## src/rtl/core/hhlf_pkg.sv

```systemverilog
`default_nettype none

package hhlf_pkg;

    localparam int CFG_BITS    = 16;
    localparam int CFG_IDX_BITS = 3;
    localparam int QUEUE_DEPTH = 2;
    localparam int QPTR_BITS   = $clog2(QUEUE_DEPTH);
    localparam int QCNT_BITS   = $clog2(QUEUE_DEPTH + 1);

    localparam logic [7:0] CHAR_LF = 8'h0A;
    localparam logic [7:0] CHAR_CR = 8'h0D;
    localparam logic [7:0] LINES_MAX = 8'hFF;
    localparam logic [CFG_BITS-1:0] END_LINE_LENGTH = 16'd2;

    typedef enum logic [3:0] {
        ST_SCAN       = 4'd0,
        ST_LINE       = 4'd1,
        ST_DONE       = 4'd2,
        ST_INCOMPLETE = 4'd3,
        ST_NO_CR      = 4'd4,
        ST_SHORT      = 4'd5,
        ST_URI_LONG   = 4'd6,
        ST_FIELDS     = 4'd7,
        ST_TOO_LARGE  = 4'd8
    } t_status;

    typedef enum logic [CFG_IDX_BITS-1:0] {
        CFG_MIN_LINE_LENGTH    = 3'd0,
        CFG_MAX_REQ_LINE_LEN   = 3'd1,
        CFG_MAX_HEADER_LINES   = 3'd2,
        CFG_MAX_HEADER_LINE_LEN = 3'd3,
        CFG_MAX_REQUEST_BYTES  = 3'd4
    } t_cfg_index;

    typedef struct packed {
        logic [15:0] min_line_length;
        logic [15:0] max_request_line_length;
        logic [7:0]  max_header_lines;
        logic [15:0] max_header_line_length;
        logic [15:0] max_request_bytes;
    } t_cfg;

    typedef struct packed {
        logic is_lf;
        logic is_cr;
        logic first;
        logic last;
    } t_item;

endpackage

`default_nettype wire

```

## src/rtl/core/hhlf_front.sv

```systemverilog
`default_nettype none

module hhlf_front
    import hhlf_pkg::*;
(
    input  wire logic       i_clk,
    input  wire logic       i_rst_n,
    input  wire logic       i_in_valid,
    output logic            o_in_ready,
    input  wire logic [7:0] i_data_byte,
    input  wire logic       i_first_byte,
    input  wire logic       i_last_available,
    input  wire logic       i_queue_full,
    output logic            o_push,
    output t_item           o_item
);

    logic  r_valid;
    logic  n_valid;
    t_item r_item;
    logic  accept;

    assign o_push     = r_valid && !i_queue_full;
    assign o_in_ready = !r_valid || !i_queue_full;
    assign accept     = i_in_valid && o_in_ready;
    assign n_valid    = accept || (r_valid && !o_push);
    assign o_item     = r_item;

    always_ff @(posedge i_clk) begin
        if (!i_rst_n) begin
            r_valid <= 1'b0;
        end else begin
            r_valid <= n_valid;
        end
    end

    // classify the byte on the way in
    always_ff @(posedge i_clk) begin
        if (accept) begin
            r_item.is_lf <= (i_data_byte == CHAR_LF);
            r_item.is_cr <= (i_data_byte == CHAR_CR);
            r_item.first <= i_first_byte;
            r_item.last  <= i_last_available;
        end
    end

endmodule

`default_nettype wire

```

## src/rtl/core/hhlf_queue.sv

```systemverilog
`default_nettype none

module hhlf_queue
    import hhlf_pkg::*;
(
    input  wire logic  i_clk,
    input  wire logic  i_rst_n,
    input  wire logic  i_push,
    input  wire t_item i_item,
    output logic       o_full,
    output logic       o_valid,
    input  wire logic  i_pop,
    output t_item      o_item
);

    t_item                r_mem [QUEUE_DEPTH];
    logic [QPTR_BITS-1:0] r_wptr;
    logic [QPTR_BITS-1:0] r_rptr;
    logic [QCNT_BITS-1:0] r_count;
    logic                 pop_ok;

    assign o_full  = (r_count == QCNT_BITS'(QUEUE_DEPTH));
    assign o_valid = (r_count != '0);
    assign o_item  = r_mem[r_rptr];
    assign pop_ok  = i_pop && o_valid;

    always_ff @(posedge i_clk) begin
        if (!i_rst_n) begin
            r_wptr  <= '0;
            r_rptr  <= '0;
            r_count <= '0;
        end else begin
            if (i_push) begin
                r_wptr <= (r_wptr == QPTR_BITS'(QUEUE_DEPTH - 1)) ? '0 : r_wptr + 1'b1;
            end
            if (pop_ok) begin
                r_rptr <= (r_rptr == QPTR_BITS'(QUEUE_DEPTH - 1)) ? '0 : r_rptr + 1'b1;
            end
            r_count <= r_count + QCNT_BITS'(i_push) - QCNT_BITS'(pop_ok);
        end
    end

    always_ff @(posedge i_clk) begin
        if (i_push) begin
            r_mem[r_wptr] <= i_item;
        end
    end

endmodule

`default_nettype wire

```

## src/rtl/core/hhlf_back.sv

```systemverilog
`default_nettype none

module hhlf_back
    import hhlf_pkg::*;
#(
    parameter int POSITION_BITS = 16
) (
    input  wire logic  i_clk,
    input  wire logic  i_rst_n,
    input  wire t_cfg  i_cfg,
    input  wire logic  i_item_valid,
    input  wire t_item i_item,
    output logic       o_pop,
    output logic       o_out_valid,
    input  wire logic  i_out_ready,
    output logic [3:0]  o_parse_status,
    output logic [15:0] o_line_end_offset,
    output logic [7:0]  o_line_index,
    output logic [15:0] o_line_length
);

    localparam int CW = ((POSITION_BITS > CFG_BITS) ? POSITION_BITS : CFG_BITS) + 1;

    logic [POSITION_BITS-1:0] r_pos;
    logic [POSITION_BITS-1:0] r_prev_lf;
    logic                     r_prev_cr;
    logic [7:0]               r_lines;
    t_status                  r_term;

    logic [POSITION_BITS-1:0] n_pos;
    logic [POSITION_BITS-1:0] n_prev_lf;
    logic                     n_prev_cr;
    logic [7:0]               n_lines;
    t_status                  n_term;

    logic                     r_out_valid;
    t_status                  r_status;
    logic [CW-1:0]            r_end_off;
    logic [7:0]               r_index;
    logic [CW-1:0]            r_len;

    t_status                  n_status;
    logic [CW-1:0]            n_end_off;
    logic [7:0]               n_index;
    logic [CW-1:0]            n_len;

    logic [POSITION_BITS-1:0] cur_pos;
    logic [POSITION_BITS-1:0] cur_prev_lf;
    logic                     cur_prev_cr;
    logic [7:0]               cur_lines;
    t_status                  cur_term;
    logic [POSITION_BITS-1:0] len_raw;
    logic [CW-1:0]            len_ext;
    logic [CW-1:0]            pos_next_ext;
    logic [7:0]               lines_inc;
    logic                     line_end;
    t_status                  lf_status;
    logic                     terminal;

    assign o_pop = i_item_valid && (!r_out_valid || i_out_ready);

    // state as seen by this beat, after a first byte clears it
    always_comb begin
        cur_pos     = i_item.first ? '0 : r_pos;
        cur_prev_lf = i_item.first ? '0 : r_prev_lf;
        cur_prev_cr = i_item.first ? 1'b0 : r_prev_cr;
        cur_lines   = i_item.first ? '0 : r_lines;
        cur_term    = i_item.first ? ST_SCAN : r_term;
    end

    assign len_raw      = (cur_lines == '0) ? cur_pos : cur_pos - cur_prev_lf;
    assign len_ext      = CW'(len_raw);
    assign pos_next_ext = CW'(cur_pos) + CW'(1);
    assign lines_inc    = (cur_lines == LINES_MAX) ? LINES_MAX : cur_lines + 8'd1;
    assign line_end     = i_item.is_lf && cur_prev_cr;

    always_comb begin
        priority if (len_ext > CW'(END_LINE_LENGTH)
                     && len_ext < CW'(i_cfg.min_line_length)) begin
            lf_status = ST_SHORT;
        end else if (lines_inc == 8'd1 && len_ext > CW'(i_cfg.max_request_line_length)) begin
            lf_status = ST_URI_LONG;
        end else if (lines_inc > 8'd1 && (lines_inc > i_cfg.max_header_lines
                     || len_ext > CW'(i_cfg.max_header_line_length))) begin
            lf_status = ST_FIELDS;
        end else if (len_ext == CW'(END_LINE_LENGTH)) begin
            lf_status = ST_DONE;
        end else begin
            lf_status = ST_LINE;
        end
    end

    always_comb begin
        n_pos     = r_pos;
        n_prev_lf = r_prev_lf;
        n_prev_cr = r_prev_cr;
        n_lines   = r_lines;
        n_term    = r_term;
        n_status  = cur_term;
        n_end_off = '0;
        n_index   = '0;
        n_len     = '0;
        if (cur_term == ST_SCAN) begin
            n_status = ST_SCAN;
            n_lines   = cur_lines;
            n_prev_lf = cur_prev_lf;
            if (i_item.is_lf) begin
                if (!line_end) begin
                    n_status = ST_NO_CR;
                end else begin
                    n_status  = lf_status;
                    n_lines   = lines_inc;
                    n_prev_lf = cur_pos;
                    n_end_off = CW'(cur_pos);
                    n_index   = lines_inc;
                    n_len     = len_ext;
                end
            end
            if (n_status == ST_SCAN || n_status == ST_LINE) begin
                if (pos_next_ext >= CW'(i_cfg.max_request_bytes)) begin
                    n_status = ST_TOO_LARGE;
                end else if (i_item.last) begin
                    n_status = ST_INCOMPLETE;
                end
            end
            n_prev_cr = i_item.is_cr;
            n_pos     = cur_pos + 1'b1;
            terminal  = (n_status != ST_SCAN) && (n_status != ST_LINE)
                        && (n_status != ST_INCOMPLETE);
            n_term    = terminal ? n_status : ST_SCAN;
        end else begin
            terminal = 1'b1;
        end
    end

    always_ff @(posedge i_clk) begin
        if (!i_rst_n) begin
            r_pos       <= '0;
            r_prev_lf   <= '0;
            r_prev_cr   <= 1'b0;
            r_lines     <= '0;
            r_term      <= ST_SCAN;
            r_out_valid <= 1'b0;
        end else begin
            if (o_pop) begin
                r_pos     <= n_pos;
                r_prev_lf <= n_prev_lf;
                r_prev_cr <= n_prev_cr;
                r_lines   <= n_lines;
                r_term    <= n_term;
            end
            if (o_pop) begin
                r_out_valid <= 1'b1;
            end else if (i_out_ready) begin
                r_out_valid <= 1'b0;
            end
        end
    end

    always_ff @(posedge i_clk) begin
        if (o_pop) begin
            r_status  <= n_status;
            r_end_off <= n_end_off;
            r_index   <= n_index;
            r_len     <= n_len;
        end
    end

    assign o_out_valid       = r_out_valid;
    assign o_parse_status    = r_status;
    assign o_line_end_offset = r_end_off[15:0];
    assign o_line_index      = r_index;
    assign o_line_length     = r_len[15:0];

endmodule

`default_nettype wire

```

## src/rtl/core/http_header_line_framer.sv

```systemverilog
// channel  direction  handshake                     payload
// in       input      i_in_valid / o_in_ready       i_data_byte, i_first_byte, i_last_available
// out      output     o_out_valid / i_out_ready     o_parse_status, o_line_end_offset,
//                                                   o_line_index, o_line_length
// cfg      input      i_cfg_we (no wait)            i_cfg_index, i_cfg_data
//
// one byte per cycle sustained while the output is not stalled; a taken byte's result
// passes the input register, the two-entry queue and the output register
// the back end updates the line state in one registered step per popped byte
// reset is synchronous and active low; it clears line state and loads the limit defaults
// output stalls fill the queue, then drop o_in_ready; no beat is lost or repeated
`default_nettype none

module http_header_line_framer
    import hhlf_pkg::*;
#(
    parameter int POSITION_BITS = 16
) (
    input  wire logic                     i_clk,
    input  wire logic                     i_rst_n,
    input  wire logic                     i_in_valid,
    output logic                          o_in_ready,
    input  wire logic [7:0]               i_data_byte,
    input  wire logic                     i_first_byte,
    input  wire logic                     i_last_available,
    output logic                          o_out_valid,
    input  wire logic                     i_out_ready,
    output logic [3:0]                    o_parse_status,
    output logic [15:0]                   o_line_end_offset,
    output logic [7:0]                    o_line_index,
    output logic [15:0]                   o_line_length,
    input  wire logic                     i_cfg_we,
    input  wire logic [CFG_IDX_BITS-1:0]  i_cfg_index,
    input  wire logic [CFG_BITS-1:0]      i_cfg_data
);

    t_cfg  r_cfg;
    logic  q_full;
    logic  q_push;
    t_item f_item;
    logic  q_valid;
    logic  q_pop;
    t_item q_item;

    always_ff @(posedge i_clk) begin
        if (!i_rst_n) begin
            r_cfg.min_line_length         <= 16'd4;
            r_cfg.max_request_line_length <= 16'd2048;
            r_cfg.max_header_lines        <= 8'd64;
            r_cfg.max_header_line_length  <= 16'd4096;
            r_cfg.max_request_bytes       <= 16'd8192;
        end else if (i_cfg_we) begin
            unique case (t_cfg_index'(i_cfg_index))
                CFG_MIN_LINE_LENGTH:     r_cfg.min_line_length         <= i_cfg_data;
                CFG_MAX_REQ_LINE_LEN:    r_cfg.max_request_line_length <= i_cfg_data;
                CFG_MAX_HEADER_LINES:    r_cfg.max_header_lines        <= i_cfg_data[7:0];
                CFG_MAX_HEADER_LINE_LEN: r_cfg.max_header_line_length  <= i_cfg_data;
                CFG_MAX_REQUEST_BYTES:   r_cfg.max_request_bytes       <= i_cfg_data;
                default: begin
                end
            endcase
        end
    end

    hhlf_front u_front (
        .i_clk            (i_clk),
        .i_rst_n          (i_rst_n),
        .i_in_valid       (i_in_valid),
        .o_in_ready       (o_in_ready),
        .i_data_byte      (i_data_byte),
        .i_first_byte     (i_first_byte),
        .i_last_available (i_last_available),
        .i_queue_full     (q_full),
        .o_push           (q_push),
        .o_item           (f_item)
    );

    hhlf_queue u_queue (
        .i_clk   (i_clk),
        .i_rst_n (i_rst_n),
        .i_push  (q_push),
        .i_item  (f_item),
        .o_full  (q_full),
        .o_valid (q_valid),
        .i_pop   (q_pop),
        .o_item  (q_item)
    );

    hhlf_back #(
        .POSITION_BITS (POSITION_BITS)
    ) u_back (
        .i_clk             (i_clk),
        .i_rst_n           (i_rst_n),
        .i_cfg             (r_cfg),
        .i_item_valid      (q_valid),
        .i_item            (q_item),
        .o_pop             (q_pop),
        .o_out_valid       (o_out_valid),
        .i_out_ready       (i_out_ready),
        .o_parse_status    (o_parse_status),
        .o_line_end_offset (o_line_end_offset),
        .o_line_index      (o_line_index),
        .o_line_length     (o_line_length)
    );

endmodule

`default_nettype wire
```

## config.mk

```make
export PLATFORM = sky130hd
export DESIGN_NAME = http_header_line_framer
export DESIGN_NICKNAME = d
export VERILOG_FILES = /design/src/rtl/core/hhlf_pkg.sv /design/src/rtl/core/hhlf_front.sv /design/src/rtl/core/hhlf_queue.sv /design/src/rtl/core/hhlf_back.sv /design/src/rtl/core/http_header_line_framer.sv
export SDC_FILE = /design/constraint.sdc
export NUM_CORES = 1
export LEC_CHECK = 0
export ABC_AREA = 1
export BUFFER_PORTS_ARGS = -buffer_cell sky130_fd_sc_hd__buf_2
export CAP_MARGIN = 25
export CORE_MARGIN = 2
export CORE_UTILIZATION = 60
export DETAILED_ROUTE_END_ITERATION = 10
export GPL_TIMING_DRIVEN = 0
export PLACE_DENSITY = 0.8
export SYNTH_ARGS = -nofsm -noshare
export SYNTH_HDL_FRONTEND = slang
export SYNTH_SLANG_ARGS = --single-unit
```

## constraint.sdc

```tcl
create_clock -name i_clk -period 9.1 [get_ports i_clk]
set_clock_uncertainty 0.05 [all_clocks]
set_input_delay 1.82 -clock i_clk [delete_from_list [all_inputs] [get_ports i_clk]]
set_output_delay 1.82 -clock i_clk [all_outputs]
set_load 0.05 [all_outputs]
```

Word-level counts from Yosys, hierarchy flattened:

Memory sizes are Yosys's and may differ from the RTL's. A register that Yosys moved wholly into a read port is not among the register bits.
Index checks and enable logic that the tools add are counted.

* reduce and logical (&&, ||, !) cells: 34
* order comparisons: 7
* equal/unequal tests: 13
* mux-type cells: 32
* add/subtract/negate cells: 8

Operators with widths (number)
* two-way mux 16 bit: 5
* two-way mux 4 bit: 13
* > comparator 16 bit: 2
* two-way mux 8 bit: 4
* adder 16 x 1 -> 17 bit (second input constant): 1
* >= comparator 17 x 16 -> 1 bit: 1
* adder 16 x 1 -> 16 bit (second input constant): 1
* equality test 16 x 2 -> 1 bit (second input constant): 1
* equality test 8 x 4 -> 1 bit (second input constant): 2
* > comparator 16 x 2 -> 1 bit (second input constant): 1
* < comparator 16 bit: 1
* subtractor 16 bit: 1
* AND reduction 2 bit: 6
* logical AND 1 bit: 11
* two-way mux 1 bit: 9
* adder 8 x 1 -> 8 bit (second input constant): 1
* equality test 8 x 1 -> 1 bit (second input constant): 1
* equality test 8 bit (second input constant): 1
* > comparator 8 x 1 -> 1 bit (second input constant): 1
* > comparator 8 bit: 1
* zero test 4 bit: 2
* zero test 8 bit: 1
* equality test 3 x 2 -> 1 bit (second input constant): 2
* logical OR 1 bit: 5
* 15 further kinds: 20

* register bits: 171
* RAM bits: 8
* memories kept: 1
* output and inout port bits: 46
* logic and storage cells: 118
* input port bits: 34

Memory list
* u_queue.r_mem: depth 2, bits a word 4, rd ports 1, clocked after Yosys merged registers in 1, wr ports 1, RTL line hhlf_queue.sv:16 `t_item r_mem [QUEUE_DEPTH];`

Longest topological paths before layout:

Gate-level depths: netlist of the first run.

* word-level depth: 20
* gate-level depth with buffers: 39
* gate-level depth less buffers: 38

Modules after synthesis:

Synthesis of the first run repeated with hierarchy kept, for this count alone.

* cells, all modules: 1596
* area total of the unflattened synthesis: 11177.0 um^2

By module, submodules not included
* hhlf_back: cells an instance 1104, instances 1, area each 7480.9 um^2, seq. area each 2242.2 um^2
* http_header_line_framer: cells an instance 418, instances 1, area each 2927.8 um^2, seq. area each 1441.4 um^2
* hhlf_queue: cells an instance 48, instances 1, area each 538.0 um^2, seq. area each 340.3 um^2
* hhlf_front: cells an instance 26, instances 1, area each 230.2 um^2, seq. area each 140.1 um^2

Worst setup path after synthesis of the first run:

No wires, ideal clock.

* path type: input to register
* from: input port i_out_ready
* to: register u_back.r_term[1]
* data required time: 8980 ps
* buffers on the path: 1
* library setup time: 70 ps
* setup slack: 3292 ps
* arrival time: 5688 ps
* stages: 7
* path through: nor2_1 > a21oi_1 > nand2_1 > clkinv_1 > clkbuf_1 > nand4_1 > a21oi_1

* cells in the longest elaborated chain, start to end: 3

RTL lines
* start: declaration: RTL line http_header_line_framer.sv:27 `input wire logic i_out_ready,`
* logical OR 1 bit: RTL line hhlf_back.sv:60 `assign o_pop = i_item_valid && (!r_out_valid || i_out_ready);`
* logical AND 1 bit: RTL line hhlf_back.sv:60
* via q_pop: RTL line http_header_line_framer.sv:42 `logic q_pop;`
* AND reduction 2 bit (no line)
* end signal: assignment: RTL line hhlf_back.sv:150 `r_term <= n_term;`
* end: declaration: RTL line hhlf_back.sv:28 `t_status r_term;`

The timed path passes the listed nets, and every way through them passes these cells.
A chain may end at the register's enable or synchronous reset.

==> flow_metrics.tcl, run 1 <==
set metrics [dict create \
    synth-edff-count 56 \
    hpwl_um 21750 \
    clkLatencyLatePin_ns 0.44 \
    antenna_found_initial 0 \
    routed_wl_um 29150 \
    synth-main-ff-cell "dfxtp_1" \
    ys_top_cells_by_area "dfxtp_1, edfxtp_1, ha_1" \
    worstPathArrival_ns 6.05 \
    cts_buffer_depth 2 \
    clkTransAtPathRegs_ns 0.07 \
    synth_top_area_cell "dfxtp_1" \
    htreeDepth 4 \
    start_util_pct 60.87 \
    port_buffers 78 \
    rsz0062_at_grt "no" \
    grt-ovfl-total 0 \
    drv_cap 0 \
    core_um2 17120 \
    dieArea_um2 18430 \
    cts_tree "done" \
    synth_top_area_share_pct 23.83 \
    cpLargestDelayFamily "simple AND/OR/NAND/NOR gates" \
    critPathSlowestCell "dfxtp_1" \
    clock-root-buffer "clkbuf_16" \
    critical_path_class "flop to flop" \
    nFillCells 1455 \
    die_y_um 135.8 \
    routed_via_density 5.702 \
    drive_gt1_share_pct 10.54 \
    avgSynthCellArea_um2 7.661 \
    synth_common_cells "nand2_1, inv_1, a21oi_1" \
    relSlewSlack_pct 44.88 \
    post_cts_buffers 0 \
    fmax_mhz 169.3 \
    cp-end-kind "flop" \
    syn2layout_area_growth_pct 12.53 \
    gr-usage-all-layers_pct 32.42 \
    setup_tns_ns 0 \
    drtIter0Drc 919 \
    report.final.hold_viol_count 0 \
    path_buf_inv 5 \
    die_w_um 135.8 \
    drv_slew 0 \
    wire_per_inst_um 17.19 \
    setup_viol 0 \
    syn_nets 1486 \
    cts_made_buffers 17 \
    final_nets 1584 \
    via_count 9670 \
    fin_crit_sh_pct 64.91 \
    tightest_slew_ns 0.8268 \
    dr.pass1.iters 5 \
    gp_congestion 0.9294 \
    drc 0 \
    max_stage_delay_ns 0.47 \
    synthCells 1360 \
    cts_resized 0 \
    critical_path.most_common_cell "nand2_1" \
    ant_nets 0 \
    diodes 0 \
    synth.ff_latch_count 180 \
    async_flop_share_pct 0 \
    yosys.cell_count.top_type "nand2_1" \
    start_kind "flop" \
    yosys_warnings 0 \
    whs_ns 0.4014 \
    cts_sinks 180 \
    outcome "completed" \
    grt_pass1_wl_um 45890 \
    fin_crit_ns 5.906 \
    mappedNetlistArea_um2 10420 \
    io_pins 80 \
    yosysSeqAreaShare_pct 39.97 \
    hp-class "flop to flop" \
    crit_fanout 10 \
    synth_cell_type_count 53 \
    ctsHoldBuffers 0 \
    worstPathRequired_ns 9.24 \
    rows 48 \
    grt_pass1_vias 9019 \
    grt_max_degree 33 \
]
-- cell usage in the layout, fill, tap and decap left out, drive strengths merged --
cell      count
clkinv        6
a21boi        1
nor3         11
inv         218
bufinv        2
nand4        17
o211ai        8
o2111ai       1
nand3b        1
o21a          6
clkbuf       59
ha           91
nor2        130
and3          1
xnor2         2
nand2       231
dfxtp       124
xor2         11
edfxtp       56
fa            1
a21oi       155
o21ai       140
a32oi         1
nand3        78
o221ai        3
a221oi        4
clkinvlp      2
a41oi         1
or4           1
nor4          4
buf          87
o21bai        2
o31ai         1
a211oi        2
a31oi        11
and2          2
-- per-layer routing --
metal,vias up,track usage (%),share of wire (%)
met3,73,6.023,9.1
met5,-,0,0
li1,4734,-,-
met4,0,11.28,2.8
met2,462,51.82,46
met1,4401,44.23,42
-- final timing paths --
kind	startpoint	slack (ns)	cells past startpoint	to
worst max-delay path	flop	3.19	35	u_back.o_parse_status[0]$_DFFE_PP_
worst min-delay path	u_front.o_item[2]$_DFFE_PP_	0.40	0	u_queue.r_mem[0][2]$_DFFE_PP_
worst max register to register	flop	3.19	35	u_back.o_parse_status[0]$_DFFE_PP_
worst min register to register	u_front.o_item[2]$_DFFE_PP_	0.40	0	u_queue.r_mem[0][2]$_DFFE_PP_
-- state kept, by name, indices dropped and copies added (netlist names), 8 cells and up, named ones only --
register and flops:
u_back.r_len 16, u_back.r_pos 16, u_back.r_end_off 16, u_queue.r_mem 8
r_cfg 72, u_back.r_lines 8, u_back.o_line_index 8, u_back.r_prev_lf 16
-- layout make-up --
class | instances | area [µm²] | share of cell area [%]
clock inverters | 14 | 172.7 | 1.473
flip-flops and latches | 180 | 4164 | 35.52
repair buffers | 79 | 410.4 | 3.501
clock buffers | 18 | 429.2 | 3.661
well taps | 225 | 281.5 | 2.401
inverters | 214 | 808.3 | 6.894
multi-input cells | 917 | 5234 | 44.64
plain buffers | 49 | 224.0 | 1.910
-- kinds of logic (layout without fill, tap and decap cells) --
group,count (synthesis),in the layout,share of synthesized area [%]
adder cells (fa/ha/maj),92,92,11.12
flip-flops,180,180,39.97
XOR/XNOR,13,13,1.093
AND/OR/NAND/NOR,476,476,20.64
AO/OA/AOI/OAI,336,336,17.27
buffers and inverters,263,374,9.907
-- through the flow --
step	area, µm²	cells	setup WS, ns	utilization (%)
after detailed placement	11120	1664	3.367	64.98
final	11720	1696	3.194	68.49
after global placement	11090	1663	1.473	64.80
after CTS	11720	1696	3.311	68.49
after floorplan	10420	1360	3.292	-
after global routing	11720	1696	2.736	68.49
Power of run 1 is left out: the tool's default activity adds up to more than one toggle a clock period on the data nets, which glitch-free logic cannot reach.
==> inputs of run 2 (changes only) <==
- clock period: 9.1 -> 6.2 ns (I/O delays scaled with it)
==> run 2 against run 1 <==
Compared with the run above: global-route usage unchanged; fmax up 3.2%; utilization about the same; register-to-register slack worse by 2.7 ns; critical path depth unchanged; flip-flop and latch count is the same; wire length grew 0.14%; sequential share of layout area hardly changed; largest cell class unchanged.
==> flow_metrics.tcl, run 2 (synthesis results as in run 1) <==
set metrics [dict create \
    drv_cap 0 \
    port_buffers 78 \
    htreeDepth 4 \
    final_common_cell "nand2_1" \
    worstPathArrival_ns 5.87 \
    ant_nets 0 \
    routed_wl_um 29190 \
    fin_area_um2 11730 \
    critPathSlowestCell "dfxtp_1" \
    report.final.hold_viol_count 0 \
    clkLatencyLatePin_ns 0.43 \
    io_pins 80 \
    cts_made_buffers 17 \
    cp-end-kind "flop" \
    layout_common_cells "nand2_1, inv_1, a21oi_1, o21ai_0, dfxtp_1" \
    place_inst 1664 \
    largest_reg_flops 72 \
    top_register "r_cfg" \
    dr.pass1.iters 5 \
    rsz0062_at_grt "no" \
    die_y_um 135.8 \
    core_um2 17120 \
    diodes 0 \
    syn2layout_area_growth_pct 12.55 \
    relSlewSlack_pct 47.35 \
    die_w_um 135.8 \
    wire_per_inst_um 17.21 \
    dpl_cell_area_um2 11120 \
    max_stage_delay_ns 0.47 \
    drv_slew 0 \
    outcome "completed" \
    grt_pass1_wl_um 45890 \
    cts_tree "done" \
    routed_via_density 5.686 \
    grt_max_degree 33 \
    hpwl_um 21750 \
    grt_pass1_vias 9019 \
    drc 0 \
    cpLargestDelayFamily "simple AND/OR/NAND/NOR gates" \
    clock-root-buffer "clkbuf_16" \
    gp_congestion 0.9294 \
    fin_crit_ns 5.726 \
    critical_path.most_common_cell "nand2_1" \
    tightest_slew_ns 0.7898 \
    crit_fanout 10 \
    cts_sinks 180 \
    path_buf_inv 5 \
    antenna_found_initial 0 \
    grt-ovfl-total 0 \
    worstPathRequired_ns 6.34 \
    dieArea_um2 18430 \
    drive_gt1_share_pct 10.67 \
    fmax_mhz 174.7 \
    whs_ns 0.4014 \
    setup_viol 0 \
    fin_crit_sh_pct 92.35 \
    drtIter0Drc 911 \
    post_cts_buffers 0 \
    start_util_pct 60.87 \
    via_count 9644 \
    fin_cells 1696 \
    cts_buffer_depth 2 \
    hp-class "flop to flop" \
    gr-usage-all-layers_pct 32.42 \
    critical_path_class "flop to flop" \
    final_nets 1584 \
    clkTransAtPathRegs_ns 0.07 \
    rows 48 \
    start_kind "flop" \
    setup_tns_ns 0 \
    nFillCells 1453 \
]
==> run 2: cell count changes in the layout (fill, tap and decap cells not counted), sizes merged <==
cell	delta
buf	-2
clkbuf	+2
==> run 2: area by class of cell <==
class / count / area (µm²) / share of cell area [%]
Inverter: 214 / 808.3 / 6.893
Clock inverter: 14 / 172.7 / 1.472
Multi-Input combinational cell: 917 / 5234 / 44.63
Buffer: 49 / 226.5 / 1.931
Clock buffer: 18 / 429.2 / 3.660
Sequential cell: 180 / 4164 / 35.51
Timing Repair Buffer: 79 / 410.4 / 3.500
Tap cell: 225 / 281.5 / 2.401
==> run 2: per-layer routing <==
metal,vias to the layer above,part of all wire (%),GRT usage (%),wire length (µm)
li1,4733,-,-,-
met1,4412,43,44.23,12450
met3,64,8.6,6.023,2502
met2,435,46,51.82,13450
met4,0,2.7,11.28,789
met5,-,0,0,0
==> run 2: worst paths after layout <==
kind	slack, ns	depth (start not counted)	startpoint	endpoint
hold / removal	0.40	0	u_front.o_item[2]$_DFFE_PP_	u_queue.r_mem[0][2]$_DFFE_PP_
setup / recovery	0.47	35	flop	u_back.o_parse_status[0]$_DFFE_PP_
hold reg to reg	0.40	0	u_front.o_item[2]$_DFFE_PP_	u_queue.r_mem[0][2]$_DFFE_PP_
setup reg to reg	0.47	35	flop	u_back.o_parse_status[0]$_DFFE_PP_
==> run 2: repair_timing <==
item / 4_1_cts / 5_1_grt
setup endpoints to repair: 0 / 4
hold buffers: 0 / 0
resized for setup: 0 / 2
==> run 2: stage by stage <==
stage                     util (%)  setup WS, ns
after global routing         68.51       0.09181
after global placement       64.80       -0.8470
after CTS                    68.49        0.4112
after floorplan                  -        0.9716
final                        68.51        0.4743
after detailed placement     64.98        0.4674
Power of run 2 is left out for the same reason.
